**config.mk**
```make
export PLATFORM = sky130hd
export DESIGN_NAME = common_mode_median_estimator
export DESIGN_NICKNAME = d
export VERILOG_FILES = /design/src/hdl/cmme_pkg.sv /design/src/hdl/common_mode_median_estimator.sv /design/src/hdl/cmme_front.sv /design/src/hdl/cmme_queue.sv /design/src/hdl/cmme_sorter.sv /design/src/hdl/cmme_back.sv
export SDC_FILE = /design/constraint.sdc
export NUM_CORES = 2
export LEC_CHECK = 0
export BUFFER_PORTS_ARGS = -buffer_cell sky130_fd_sc_hd__buf_2
export CAP_MARGIN = 20
export CORE_MARGIN = 5
export CORE_UTILIZATION = 59
export DETAILED_ROUTE_END_ITERATION = 8
export HOLD_SLACK_MARGIN = 0.15
export PLACE_DENSITY = 0.79
export SLEW_MARGIN = 5
export SYNTH_ARGS = -nofsm -noshare
export SYNTH_HDL_FRONTEND = slang
export SYNTH_SLANG_ARGS = --single-unit
export TNS_END_PERCENT = 100
```
**constraint.sdc**
```tcl
create_clock -name clk -period 5.4 [get_ports clk]
set_input_delay 0.54 -clock clk [delete_from_list [all_inputs] [get_ports clk]]
set_output_delay 0.54 -clock clk [all_outputs]
set_load 0.01 [all_outputs]
```
**src/hdl/cmme_pkg.sv**
```systemverilog
package cmme_pkg;

  localparam int FRAC_BITS   = 4;
  localparam int MEAN_W      = 16;
  localparam int SIGMA_W     = 12;
  localparam int THR_W       = 4;
  localparam int VAL_W       = 17;
  localparam int ROW_W       = 5;
  localparam int KEPT_W      = 6;
  localparam int OUT_TDATA_W = 56;
  localparam int DIFF_MAX    = 65535;

  localparam logic [THR_W-1:0] THR_RESET = 4'd5;

  // One classified channel as it travels from the front end to the sorters.
  typedef struct packed {
    logic                    keep_high;
    logic signed [VAL_W-1:0] val_high;
    logic                    keep_low;
    logic signed [VAL_W-1:0] val_low;
    logic                    last;
    logic [ROW_W-1:0]        row;
  } item_t;

endpackage

```
**src/hdl/common_mode_median_estimator.sv**
```systemverilog
// Common-mode median estimator: one channel per transfer, one result per row.
// A row result goes through the queue, the sorters and an output register.
// Throughput: one channel per cycle unless the output stalls; sorters insert kept
// channels; a finished row is read out by the cycle the next row starts filling.
// A stalled output backs up through a 4-entry queue, then in_tready drops.
// Reset (rst_n, synchronous, active low): counters and queue cleared, threshold = 5.
module common_mode_median_estimator #(
  parameter int SAMPLE_BITS      = 12,
  parameter int CHANNELS_PER_ROW = 32,
  parameter int ROWS_PER_EVENT   = 32
) (
  input  logic                             clk,
  input  logic                             rst_n,
  input  logic                             cfg_wr_en,
  input  logic [cmme_pkg::THR_W-1:0]       cfg_wr_data,
  input  logic                             in_tvalid,
  output logic                             in_tready,
  // high_sample, high_ped_mean, high_ped_sigma, low_sample, low_ped_mean,
  // low_ped_sigma, zero fill
  input  logic [((2*SAMPLE_BITS+56+7)/8)*8-1:0] in_tdata,
  // masked
  input  logic                             in_tuser,
  output logic                             out_tvalid,
  input  logic                             out_tready,
  // row_number, median_high, median_low, kept_high, kept_low, zero fill
  output logic [cmme_pkg::OUT_TDATA_W-1:0] out_tdata
);

  localparam int SB = SAMPLE_BITS;

  logic [cmme_pkg::THR_W-1:0] thr_r;
  logic                       acc, q_full, q_valid, q_pop;
  cmme_pkg::item_t            f_item, q_item;

  always_ff @(posedge clk) begin
    if (!rst_n)
      thr_r <= cmme_pkg::THR_RESET;
    else if (cfg_wr_en)
      thr_r <= cfg_wr_data;
  end

  assign in_tready = !q_full;
  assign acc       = in_tvalid && in_tready;

  cmme_front #(
    .SAMPLE_BITS      (SAMPLE_BITS),
    .CHANNELS_PER_ROW (CHANNELS_PER_ROW),
    .ROWS_PER_EVENT   (ROWS_PER_EVENT)
  ) u_front (
    .clk            (clk),
    .rst_n          (rst_n),
    .acc            (acc),
    .thr            (thr_r),
    .high_sample    (in_tdata[SB-1:0]),
    .high_ped_mean  (in_tdata[SB+15:SB]),
    .high_ped_sigma (in_tdata[SB+27:SB+16]),
    .low_sample     (in_tdata[2*SB+27:SB+28]),
    .low_ped_mean   (in_tdata[2*SB+43:2*SB+28]),
    .low_ped_sigma  (in_tdata[2*SB+55:2*SB+44]),
    .masked         (in_tuser),
    .item           (f_item)
  );

  cmme_queue u_queue (
    .clk        (clk),
    .rst_n      (rst_n),
    .push       (acc),
    .push_item  (f_item),
    .full       (q_full),
    .pop        (q_pop),
    .head_valid (q_valid),
    .head_item  (q_item)
  );

  cmme_back #(.CHANNELS_PER_ROW(CHANNELS_PER_ROW)) u_back (
    .clk        (clk),
    .rst_n      (rst_n),
    .head_valid (q_valid),
    .head_item  (q_item),
    .pop        (q_pop),
    .out_tvalid (out_tvalid),
    .out_tready (out_tready),
    .out_tdata  (out_tdata)
  );

endmodule

```
**src/hdl/cmme_front.sv**
```systemverilog
module cmme_front #(
  parameter int SAMPLE_BITS      = 12,
  parameter int CHANNELS_PER_ROW = 32,
  parameter int ROWS_PER_EVENT   = 32
) (
  input  logic                          clk,
  input  logic                          rst_n,
  input  logic                          acc,
  input  logic [cmme_pkg::THR_W-1:0]    thr,
  input  logic [SAMPLE_BITS-1:0]        high_sample,
  input  logic [cmme_pkg::MEAN_W-1:0]   high_ped_mean,
  input  logic [cmme_pkg::SIGMA_W-1:0]  high_ped_sigma,
  input  logic [SAMPLE_BITS-1:0]        low_sample,
  input  logic [cmme_pkg::MEAN_W-1:0]   low_ped_mean,
  input  logic [cmme_pkg::SIGMA_W-1:0]  low_ped_sigma,
  input  logic                          masked,
  output cmme_pkg::item_t               item
);

  localparam int SW  = SAMPLE_BITS + cmme_pkg::FRAC_BITS;
  localparam int DW  = ((SW > cmme_pkg::MEAN_W) ? SW : cmme_pkg::MEAN_W) + 1;
  localparam int CIW = $clog2(CHANNELS_PER_ROW);
  localparam int RW  = (ROWS_PER_EVENT > 1) ? $clog2(ROWS_PER_EVENT) : 1;
  localparam int LW  = cmme_pkg::THR_W + cmme_pkg::SIGMA_W;
  localparam int VW  = cmme_pkg::VAL_W;

  localparam logic signed [DW-1:0] SAT_HI = DW'(cmme_pkg::DIFF_MAX);
  localparam logic signed [DW-1:0] SAT_LO = -DW'(cmme_pkg::DIFF_MAX);
  localparam logic [CIW-1:0]       CH_LAST = CIW'(CHANNELS_PER_ROW - 1);
  localparam logic [RW-1:0]        ROW_LAST = RW'(ROWS_PER_EVENT - 1);

  logic [CIW-1:0] chan_r, chan_nxt;
  logic [RW-1:0]  row_r, row_nxt;
  logic           is_last;

  // Pedestal subtraction with saturation, then the strict sigma cut.
  function automatic logic [VW:0] classify(input logic [SAMPLE_BITS-1:0]       s,
                                           input logic [cmme_pkg::MEAN_W-1:0]  m,
                                           input logic [cmme_pkg::SIGMA_W-1:0] sg,
                                           input logic [cmme_pkg::THR_W-1:0]   t);
    logic signed [DW-1:0] d;
    logic signed [VW-1:0] v;
    logic [LW-1:0]        lim;
    logic                 k;
    d = $signed(DW'({s, {cmme_pkg::FRAC_BITS{1'b0}}}) - DW'(m));
    if (d > SAT_HI)
      v = VW'(cmme_pkg::DIFF_MAX);
    else if (d < SAT_LO)
      v = -VW'(cmme_pkg::DIFF_MAX);
    else
      v = d[VW-1:0];
    lim = LW'(t) * LW'(sg);
    k = $signed({v[VW-1], v}) < $signed({2'b00, lim});
    return {k, v};
  endfunction

  assign is_last = (chan_r == CH_LAST);

  always_comb begin
    logic [VW:0] ch;
    logic [VW:0] cl;
    ch = classify(high_sample, high_ped_mean, high_ped_sigma, thr);
    cl = classify(low_sample, low_ped_mean, low_ped_sigma, thr);
    item.keep_high = ch[VW] & ~masked;
    item.val_high  = ch[VW-1:0];
    item.keep_low  = cl[VW] & ~masked;
    item.val_low   = cl[VW-1:0];
    item.last      = is_last;
    item.row       = cmme_pkg::ROW_W'(row_r);
  end

  always_comb begin
    chan_nxt = chan_r;
    row_nxt  = row_r;
    if (acc) begin
      if (is_last) begin
        chan_nxt = '0;
        row_nxt  = (row_r == ROW_LAST) ? '0 : row_r + RW'(1);
      end else begin
        chan_nxt = chan_r + CIW'(1);
      end
    end
  end

  always_ff @(posedge clk) begin
    if (!rst_n) begin
      chan_r <= '0;
      row_r  <= '0;
    end else begin
      chan_r <= chan_nxt;
      row_r  <= row_nxt;
    end
  end

endmodule

```
**src/hdl/cmme_queue.sv**
```systemverilog
module cmme_queue (
  input  logic            clk,
  input  logic            rst_n,
  input  logic            push,
  input  cmme_pkg::item_t push_item,
  output logic            full,
  input  logic            pop,
  output logic            head_valid,
  output cmme_pkg::item_t head_item
);

  localparam int DEPTH = 4;
  localparam int PW    = $clog2(DEPTH);
  localparam int CW    = $clog2(DEPTH + 1);

  cmme_pkg::item_t   mem_r [DEPTH];
  logic [PW-1:0]     wp_r, wp_nxt, rp_r, rp_nxt;
  logic [CW-1:0]     cnt_r, cnt_nxt;

  assign full       = (cnt_r == CW'(DEPTH));
  assign head_valid = (cnt_r != '0);
  assign head_item  = mem_r[rp_r];

  always_comb begin
    wp_nxt  = push ? wp_r + PW'(1) : wp_r;
    rp_nxt  = pop ? rp_r + PW'(1) : rp_r;
    cnt_nxt = cnt_r;
    if (push && !pop)
      cnt_nxt = cnt_r + CW'(1);
    else if (pop && !push)
      cnt_nxt = cnt_r - CW'(1);
  end

  always_ff @(posedge clk) begin
    if (!rst_n) begin
      wp_r  <= '0;
      rp_r  <= '0;
      cnt_r <= '0;
    end else begin
      wp_r  <= wp_nxt;
      rp_r  <= rp_nxt;
      cnt_r <= cnt_nxt;
    end
  end

  always_ff @(posedge clk) begin
    if (push)
      mem_r[wp_r] <= push_item;
  end

  a_no_underflow: assert property (@(posedge clk) disable iff (!rst_n)
    pop |-> cnt_r != '0)
    else $error("queue popped while empty");

endmodule

```
**src/hdl/cmme_sorter.sv**
```systemverilog
module cmme_sorter #(
  parameter int CHANNELS_PER_ROW = 32
) (
  input  logic                                clk,
  input  logic                                rst_n,
  input  logic                                clr,
  input  logic                                ins,
  input  logic signed [cmme_pkg::VAL_W-1:0]   val,
  output logic [$clog2(CHANNELS_PER_ROW+1)-1:0] count,
  output logic signed [cmme_pkg::VAL_W-1:0]   median
);

  localparam int CW = $clog2(CHANNELS_PER_ROW + 1);
  localparam int IW = $clog2(CHANNELS_PER_ROW);
  localparam int VW = cmme_pkg::VAL_W;

  logic signed [VW-1:0] list_r [CHANNELS_PER_ROW];
  logic signed [VW-1:0] list_nxt [CHANNELS_PER_ROW];
  logic [CW-1:0]        cnt_r, cnt_nxt, base;
  logic [CHANNELS_PER_ROW-1:0] gt;
  logic                 room;
  logic [CW-1:0]        half;

  // A clear restarts the row; an insert in the same cycle lands in an empty list.
  assign base = clr ? '0 : cnt_r;
  assign room = (base < CW'(CHANNELS_PER_ROW));

  // Each cell compares against the new value; unused cells act as +infinity.
  always_comb begin
    for (int i = 0; i < CHANNELS_PER_ROW; i++) begin
      gt[i] = (CW'(i) >= base) || (list_r[i] > val);
    end
    for (int i = 0; i < CHANNELS_PER_ROW; i++) begin
      if (!gt[i])
        list_nxt[i] = list_r[i];
      else if (i > 0 && gt[(i > 0) ? i - 1 : 0])
        list_nxt[i] = list_r[(i > 0) ? i - 1 : 0];
      else
        list_nxt[i] = val;
    end
  end

  assign cnt_nxt = (ins && room) ? base + CW'(1) : base;

  always_ff @(posedge clk) begin
    if (!rst_n)
      cnt_r <= '0;
    else
      cnt_r <= cnt_nxt;
  end

  always_ff @(posedge clk) begin
    if (ins && room) begin
      for (int i = 0; i < CHANNELS_PER_ROW; i++)
        list_r[i] <= list_nxt[i];
    end
  end

  assign half   = cnt_r >> 1;
  assign count  = cnt_r;
  assign median = (cnt_r == '0) ? '0 : list_r[half[IW-1:0]];

  a_count_bound: assert property (@(posedge clk) disable iff (!rst_n)
    cnt_r <= CW'(CHANNELS_PER_ROW))
    else $error("sorter count beyond row size");

endmodule

```
**src/hdl/cmme_back.sv**
```systemverilog
module cmme_back #(
  parameter int CHANNELS_PER_ROW = 32
) (
  input  logic                               clk,
  input  logic                               rst_n,
  input  logic                               head_valid,
  input  cmme_pkg::item_t                    head_item,
  output logic                               pop,
  output logic                               out_tvalid,
  input  logic                               out_tready,
  output logic [cmme_pkg::OUT_TDATA_W-1:0]   out_tdata
);

  localparam int CW = $clog2(CHANNELS_PER_ROW + 1);
  localparam int VW = cmme_pkg::VAL_W;
  localparam int KW = cmme_pkg::KEPT_W;
  localparam int RW = cmme_pkg::ROW_W;

  logic                 pend_r, pend_nxt;
  logic [RW-1:0]        row_r, row_nxt;
  logic                 ovalid_r, ovalid_nxt;
  logic [cmme_pkg::OUT_TDATA_W-1:0] odata_r;
  logic                 cap;
  logic [CW-1:0]        cnt_h, cnt_l;
  logic signed [VW-1:0] med_h, med_l;

  // The next row starts filling no earlier than the cycle the finished row is read out.
  assign cap = pend_r && (!ovalid_r || out_tready);
  assign pop = head_valid && (!pend_r || cap);

  cmme_sorter #(.CHANNELS_PER_ROW(CHANNELS_PER_ROW)) u_sort_high (
    .clk    (clk),
    .rst_n  (rst_n),
    .clr    (cap),
    .ins    (pop && head_item.keep_high),
    .val    (head_item.val_high),
    .count  (cnt_h),
    .median (med_h)
  );

  cmme_sorter #(.CHANNELS_PER_ROW(CHANNELS_PER_ROW)) u_sort_low (
    .clk    (clk),
    .rst_n  (rst_n),
    .clr    (cap),
    .ins    (pop && head_item.keep_low),
    .val    (head_item.val_low),
    .count  (cnt_l),
    .median (med_l)
  );

  always_comb begin
    pend_nxt   = pend_r;
    row_nxt    = row_r;
    ovalid_nxt = ovalid_r;
    if (cap)
      pend_nxt = 1'b0;
    if (pop && head_item.last) begin
      pend_nxt = 1'b1;
      row_nxt  = head_item.row;
    end
    if (cap)
      ovalid_nxt = 1'b1;
    else if (out_tready)
      ovalid_nxt = 1'b0;
  end

  always_ff @(posedge clk) begin
    if (!rst_n) begin
      pend_r   <= 1'b0;
      ovalid_r <= 1'b0;
    end else begin
      pend_r   <= pend_nxt;
      ovalid_r <= ovalid_nxt;
    end
  end

  always_ff @(posedge clk) begin
    row_r <= row_nxt;
    if (cap)
      odata_r <= {5'b0, KW'(cnt_l), KW'(cnt_h), med_l, med_h, row_r};
  end

  assign out_tvalid = ovalid_r;
  assign out_tdata  = odata_r;

  a_pop_while_pending: assert property (@(posedge clk) disable iff (!rst_n)
    (pop && pend_r) |-> cap)
    else $error("row started before the previous one was read out");

  a_capture_shows: assert property (@(posedge clk) disable iff (!rst_n)
    cap |=> ovalid_r)
    else $error("captured row not presented");

endmodule
```
# Word-level counts from Yosys, hierarchy flattened
# Memory sizes are Yosys's and may differ from the RTL's. A register that Yosys moved wholly into a read port is not among the register bits.
# Cells that the tools add are included.
[word_totals]
inputBits = 90
memories = 3
output_inout_bits = 58
mem_bits_rw = 1256
elab_cells = 407
reg_bits = 57
[memory_table]
columns = ["memory", "depth", "word_bits", "rd", "rd_clocked_by_memory_dff", "wr", "line_no", "rtl"]
rows = [
  ["u_back.u_sort_high.list_r", 32, 17, 33, 1, 32, "cmme_sorter.sv:17", "logic signed [VW-1:0] list_r [CHANNELS_PER_ROW];"],
  ["u_back.u_sort_low.list_r", 32, 17, 33, 1, 32, "cmme_sorter.sv:17", ""],
  ["u_queue.mem_r", 4, 42, 1, 1, 1, "cmme_queue.sv:16", "cmme_pkg::item_t mem_r [DEPTH];"],
]
[classes]
n_eq_ne = 3
n_mul = 2
n_lt_le_gt_ge = 136
muxes = 150
bitwise = 3
addsub = 10
n_reduce_logical = 88
[op_table]
columns = ["cell", "n"]
rows = [
  ["$mux 17", 130],
  ["$gt 17x17->1", 64],
  ["$ge 5x6->1 const A", 32],
  ["$ge 4x6->1 const A", 16],
  ["$logic_or 1x1->1", 66],
  ["$ge 3x6->1 const A", 8],
  ["$gt 17x17->1 const B", 2],
  ["$lt 17x17->1", 2],
  ["$lt 17x17->1 const B", 2],
  ["$sub 16x16->17", 2],
  ["$mul 4x12->16", 2],
  ["$ge 1x6->1 const A", 4],
  ["$ge 2x6->1 const A", 4],
  ["$mux 6", 4],
  ["$add 6x1->6 const B", 2],
  ["$logic_not 6->1", 2],
  ["$lt 6x6->1 const B", 2],
  ["$add 5x1->5 const B", 2],
  ["$eq 5x5->1 const B", 2],
  ["$logic_and 1x1->1", 10],
  ["$mux 1", 10],
  ["$mux 5", 2],
  ["$mux 3", 2],
  ["$reduce_bool 2->1", 3],
  ["other kinds (10)", 17],
]

# Depth between registers and ports, before layout
[logic_depth]
word_depth = 9
ltp_mapped = 23
depth_no_buf = 22

# Modules after synthesis
# Synthesis repeated with hierarchy kept, for this count alone.
[hier_totals]
cells_unflattened = 7211
area_unflattened_um2 = 93822.5
[by_module_without_submodules]
columns = ["mod", "seq_area_each_um2", "n_inst", "cells_per_inst", "area_each_um2"]
rows = [
  ["cmme_sorter at u_back.u_sort_high", 16455.8, 1, 3026, 39783.2],
  ["cmme_sorter at u_back.u_sort_low", 16455.8, 1, 3064, 39766.9],
  ["cmme_queue", 5225.0, 1, 263, 6560.0],
  ["cmme_front", 200.2, 1, 769, 5731.7],
  ["cmme_back", 1721.7, 1, 74, 1825.5],
  ["common_mode_median_estimator", 80.1, 1, 15, 155.1],
]

# Worst setup path before layout
# OpenSTA, ideal clock, no wires.
[synth_path]
path_kind = "in2reg"
startpoint = "input in_tdata[17]"
endpoint = "memory u_queue.mem_r[0][41] (netlist name) (data pin)"
setup_slack_ps = 27
required_ps = 5181
path_buffers = 2
t_arrival_ps = 5154
path_stages = 23
setup_time_ps = 219
cell_sequence = "inv_1 ha_1 buf_6 a2111o_1 a31o_1 a31oi_4 o22ai_1 o21bai_4 or4_4 nor3_2 a31o_1 ha_1 clkbuf_1 o21ai_0 ha_1 a21o_1 a21o_1 a21o_1 a211oi_1 o21ai_0 o2111ai_1 a31oi_1 o31ai_1"
[synth_lines]
columns = ["item", "line_no", "rtl"]
rows = [
  ["start, declared", "common_mode_median_estimator.sv:20", "input logic [((2*SAMPLE_BITS+56+7)/8)*8-1:0] in_tdata,"],
  ["end, declared", "cmme_queue.sv:16", ""],
]

==> impl_metrics.sql <==
INSERT INTO impl_metrics (metric_group, metric, value, unit) VALUES
('power', 'max-vdd-ir-drop', '0.000454', 'V'),
('clock_network', 'clockRootBuffer', 'sky130_fd_sc_hd__clkbuf_16', ''),
('sta', 'post-route-min-period', '5.13', 'ns'),
('synth', 'synthDistinctLibCells', '88', ''),
('finish', 'final_cell_count_no_fill', '9759', ''),
('route', 'detail_route.vias_per_cell', '7.21', ''),
('die', 'std_cell_rows', '146', ''),
('route', 'vias', '70329', ''),
('synth', 'synthesis.area', '94200', 'sq um'),
('sta', 'fin_crit_sh', '94.9', '%'),
('clock_network', 'cts_tree', 'yes', ''),
('power', 'cellPowerDensity', '655', 'nW/um^2'),
('global_route', 'grtUsageMet1', '45.3', '%'),
('synth', 'async_flop_share', '0', '%'),
('global_route', 'first_pass_grt_wire_length', '443000', 'um'),
('placed_design', 'placement.cell_area', '99100', 'sq um'),
('placed_design', 'detailed_place_hpwl', '214000', 'um'),
('placed_design', 'dp.cells', '9441', ''),
('global_route', 'antenna_found_initial', '34', ''),
('die', 'floorplan.initialDensity', '59.4', '%'),
('die', 'core-area', '159000', 'sq um'),
('power', 'fin_total_pwr', '68.4', 'mW'),
('global_route', 'overflow', '0', ''),
('sta', 'worst_pin_slew', '1.12', 'ns'),
('synth', 'cell_type_contributing_the_most_total_cell_area_after_synthesis', 'sky130_fd_sc_hd__edfxtp_1', ''),
('finish', 'final_net_count', '8841', ''),
('worst_setup_path', 'worstSetupEndpointType', 'flop', ''),
('global_route', 'groute.usage.overall', '35.0', '%'),
('route', 'post-route-drc-count', '0', ''),
('clock_network', 'post-cts-setup-buffer-count', '0', ''),
('synth', 'synth.top_cell.area_share', '41.8', '%'),
('global_route', 'largest_net_degree_at_the_start_of_global_routing', '107', ''),
('clock_network', 'number_of_buffers_inserted_during_clock_tree_synthesis', '154', ''),
('hold_path', 'hold_path_class', 'input pin to flop', ''),
('clock_network', 'cts.reportedPaths.clkPinSlew', '0.06', 'ns'),
('placed_design', 'placement.io_buffers', '142', ''),
('finish', 'n_fill_cell', '11313', ''),
('route', 'drtIter0Drc', '8659', ''),
('sta', 'slew_viol_final', '0', ''),
('route', 'wl_per_cell', '30.7', 'um'),
('route', 'detail_route.wirelength', '300000', 'um'),
('global_route', 'use_met3', '8.94', '%'),
('sta', 'hold_viol', '0', ''),
('clock_network', 'post_cts.resized_instances', '0', ''),
('global_route', 'groute.layer.met2.usage', '53.9', '%'),
('synth', 'syn-instance-count', '7243', ''),
('finish', 'final_cell_area', '104000', 'sq um'),
('finish', 'area_growth_syn_to_layout', '10.8', '%'),
('sta', 'relSlewSlack', '25.0', '%'),
('synth', 'ys_top_cells_by_area', 'sky130_fd_sc_hd__edfxtp_1 (42%), sky130_fd_sc_hd__ha_1 (16%), sky130_fd_sc_hd__mux2_2 (12%)', ''),
('worst_setup_path', 'cp_data_arrival_time', '5.79', 'ns'),
('global_route', 'grt_pass1_vias', '70040', ''),
('die', 'die_y', '410', 'um'),
('die', 'fp.dieW', '410', 'um'),
('clock_network', 'clk_latency', '0.83', 'ns'),
('status', 'outcome', 'completed', ''),
('die', 'floorplan.io_pins', '148', ''),
('worst_setup_path', 'crit_path_start_kind', 'input pin', ''),
('worst_setup_path', 'crit_fanout', '17', ''),
('synth', 'synth_ff_type', 'sky130_fd_sc_hd__edfxtp_1', ''),
('flow_run', 'max_cap_violations', '0', ''),
('sta', 'rsz0062_at_grt', 'no', ''),
('synth', 'synth-warning-count', '0', ''),
('synth', 'postSynthAreaPerCell', '13.0', 'sq um'),
('worst_setup_path', 'path_class', 'input pin to flop', ''),
('clock_network', 'numClockSinks', '1349', ''),
('sta', 'setup_viol_count_final', '0', ''),
('route', 'ant_nets', '0', ''),
('worst_setup_path', 'critical_path_required', '6.06', 'ns'),
('placed_design', 'finalWeightedCongestion', '0.997', ''),
('synth', 'synth_seq_area_share', '42.6', '%'),
('clock_network', 'htree_num_levels', '4', ''),
('finish', 'drive_gt1_share', '28.5', '%'),
('sta', 'skew', '0.0344', 'ns'),
('global_route', 'busiest_layer', 'met2', ''),
('finish', 'utilization', '65.8', '%'),
('synth', 'synth_edf_count', '1312', ''),
('sta', 'maxClockFrequency', '195', 'MHz'),
('power', 'power.static_leakage', '40.1', 'nW'),
('clock_network', 'maximum_clock_insertion_buffer_count', '3', ''),
('die', 'fp.dieArea', '168000', 'sq um'),
('worst_setup_path', 'reg2reg_setup_slack', '0.32', 'ns'),
('route', 'dr.pass1.iters', '8', ''),
('synth', 'yosys_register_bits', '1349', '');
-- worst max-delay path, stage by stage --
cell                            delay, ns
sky130_fd_sc_hd__dlygate4sd3_1       0.60
sky130_fd_sc_hd__buf_2               0.20
sky130_fd_sc_hd__inv_1               0.07
sky130_fd_sc_hd__ha_1                0.25
sky130_fd_sc_hd__and4bb_2            0.26
sky130_fd_sc_hd__o22ai_1             0.25
sky130_fd_sc_hd__nand3_1             0.18
sky130_fd_sc_hd__a31o_2              0.28
sky130_fd_sc_hd__a311o_1             0.39
sky130_fd_sc_hd__nor4_1              0.36
sky130_fd_sc_hd__a21o_1              0.17
sky130_fd_sc_hd__ha_1                0.35
sky130_fd_sc_hd__o21ai_0             0.32
sky130_fd_sc_hd__ha_1                0.30
sky130_fd_sc_hd__a21oi_1             0.13
sky130_fd_sc_hd__o21ai_0             0.10
sky130_fd_sc_hd__a21o_1              0.19
sky130_fd_sc_hd__a21oi_1             0.13
sky130_fd_sc_hd__o21ai_0             0.11
sky130_fd_sc_hd__a211o_1             0.32
sky130_fd_sc_hd__a21oi_1             0.14
sky130_fd_sc_hd__a31o_2              0.15
-- registers in the layout, indices dropped and copies added (netlist names), 5 cells and up, named ones only --
| register | count |
|---|---|
| u_back.out_tdata | 51 |
| u_back.row_r | 5 |
| u_back.u_sort_high.count | 6 |
| u_back.u_sort_high.list_r | 544 |
| u_back.u_sort_low.count | 6 |
| u_back.u_sort_low.list_r | 544 |
| u_front.chan_r | 5 |
| u_front.row_r | 5 |
| u_queue.mem_r | 168 |
-- cell type report --
cell class | count | area [sq um] | area share (%)
multi-input cells | 5295 | 51800 | 49.6
flip-flops and latches | 1349 | 40200 | 38.5
clock buffers | 188 | 4050 | 3.88
repair buffers | 503 | 3820 | 3.66
well taps | 2072 | 2590 | 2.48
clock inverters | 100 | 1000 | 0.958
inverters | 238 | 896 | 0.858
diodes | 14 | 35.0 | 0.0336
-- power by group --
part	internal (mW)	switching (mW)	total [mW]
registers	17.9	4.17	22.1
clock network	6.11	4.60	10.7
logic	14.3	21.2	35.5
total	38.4	30.0	68.4
-- stage by stage --
stage / setup slack [ns] / TNS, ns / hold slack (ns)
after floorplan: 0.0269 / 0 / 0.400
after detailed placement: -0.0195 / -0.0780 / 0.461
final: 0.273 / 0 / 0.261
after CTS: 0.328 / 0 / 0.202
after global routing: 0.0262 / 0 / 0.247
after global placement: 0.0498 / 0 / 0.460
-- synth_stat cells (26+ instances only) --
master and instances:
sky130_fd_sc_hd__inv_1 236, sky130_fd_sc_hd__fa_1 41, sky130_fd_sc_hd__mux2_2 973, sky130_fd_sc_hd__a21o_1 201, sky130_fd_sc_hd__o41ai_1 28, sky130_fd_sc_hd__o211ai_1 35
sky130_fd_sc_hd__nand4_1 143, sky130_fd_sc_hd__edfxtp_1 1312, sky130_fd_sc_hd__xor2_1 35, sky130_fd_sc_hd__and4_1 40, sky130_fd_sc_hd__and2_1 94, sky130_fd_sc_hd__nor3_1 67
sky130_fd_sc_hd__o21a_1 73, sky130_fd_sc_hd__a31oi_1 30, sky130_fd_sc_hd__nand2b_1 57, sky130_fd_sc_hd__nand2_1 331, sky130_fd_sc_hd__xnor2_1 26, sky130_fd_sc_hd__a211oi_1 65
sky130_fd_sc_hd__a211o_1 31, sky130_fd_sc_hd__mux4_2 381, sky130_fd_sc_hd__buf_1 38, sky130_fd_sc_hd__nor2b_1 129, sky130_fd_sc_hd__mux2i_1 69, sky130_fd_sc_hd__nor2_1 178
sky130_fd_sc_hd__clkbuf_1 259, sky130_fd_sc_hd__dfxtp_1 37, sky130_fd_sc_hd__o21ai_0 235, sky130_fd_sc_hd__ha_1 1169, sky130_fd_sc_hd__a21oi_1 338, sky130_fd_sc_hd__nor4_1 31
sky130_fd_sc_hd__nand3_1 153, sky130_fd_sc_hd__buf_2 56
-- placed cells by master, fill, tap and decap left out, types with 28 or more instances in the layout --
cell type                   netlist  final
sky130_fd_sc_hd__o21ai_0        235    235
sky130_fd_sc_hd__buf_2           56    142
sky130_fd_sc_hd__a21oi_1        338    336
sky130_fd_sc_hd__and4_1          40     40
sky130_fd_sc_hd__nor3_1          67     66
sky130_fd_sc_hd__a211oi_1        65     65
sky130_fd_sc_hd__mux2i_1         69     69
sky130_fd_sc_hd__nand2b_1        57     56
sky130_fd_sc_hd__fa_1            41     41
sky130_fd_sc_hd__inv_1          236    205
sky130_fd_sc_hd__clkbuf_16        0    156
sky130_fd_sc_hd__a211o_1         31     31
sky130_fd_sc_hd__clkinv_2         0     28
sky130_fd_sc_hd__o41ai_1         28     28
sky130_fd_sc_hd__nand3_1        153    153
sky130_fd_sc_hd__clkinv_1         1     43
sky130_fd_sc_hd__ha_1          1169   1169
sky130_fd_sc_hd__nor2b_1        129    129
sky130_fd_sc_hd__mux2_2         973    973
sky130_fd_sc_hd__edfxtp_1      1312   1312
sky130_fd_sc_hd__o211ai_1        35     35
sky130_fd_sc_hd__nor2_1         178    178
sky130_fd_sc_hd__o21a_1          73     73
sky130_fd_sc_hd__nor4_1          31     30
sky130_fd_sc_hd__mux4_2         381    381
sky130_fd_sc_hd__nand4_1        143    143
sky130_fd_sc_hd__and2_1          94     94
sky130_fd_sc_hd__a21o_1         201    201
sky130_fd_sc_hd__clkbuf_1       259     29
sky130_fd_sc_hd__buf_4           10    321
sky130_fd_sc_hd__buf_12           0     28
sky130_fd_sc_hd__xor2_1          35     35
sky130_fd_sc_hd__nand2_1        331    331
-- cell families after synthesis --
group           after synthesis  share of synthesized area (%)
mux                        1423                           21.5
flops                      1349                           42.6
simple gates               1304                           7.22
compound gates             1291                           9.20
fa+ha+maj                  1210                           16.4
buf+inv                     603                           2.53
xor+xnor                     62                          0.584
other cells                   1                        0.00398
-- final timing paths --
path,startpoint,to,depth (start not counted)
worst min register to register,u_back.row_r[0],u_back.out_tdata[0],0
worst max register to register,flop,u_back.u_sort_high.list_r[17][1],12
worst max-delay path,in_tdata[52],u_queue.mem_r[0][23],22
worst min-delay path,in_tuser,u_queue.mem_r[1][41],3
-- routing by layer --
layer | wire length [um] | vias up
met5 | 213 | -
met4 | 19800 | 30
met3 | 36900 | 1096
met2 | 134000 | 4831
met1 | 109000 | 34880
li1 | - | 29492
-- what timing repair did --
action,4_1_cts,5_1_grt
hold buffers,10,0
endpoints found under the setup margin,0,0
hold endpoints to repair,9,0
(Power assumes the default switching activity.)
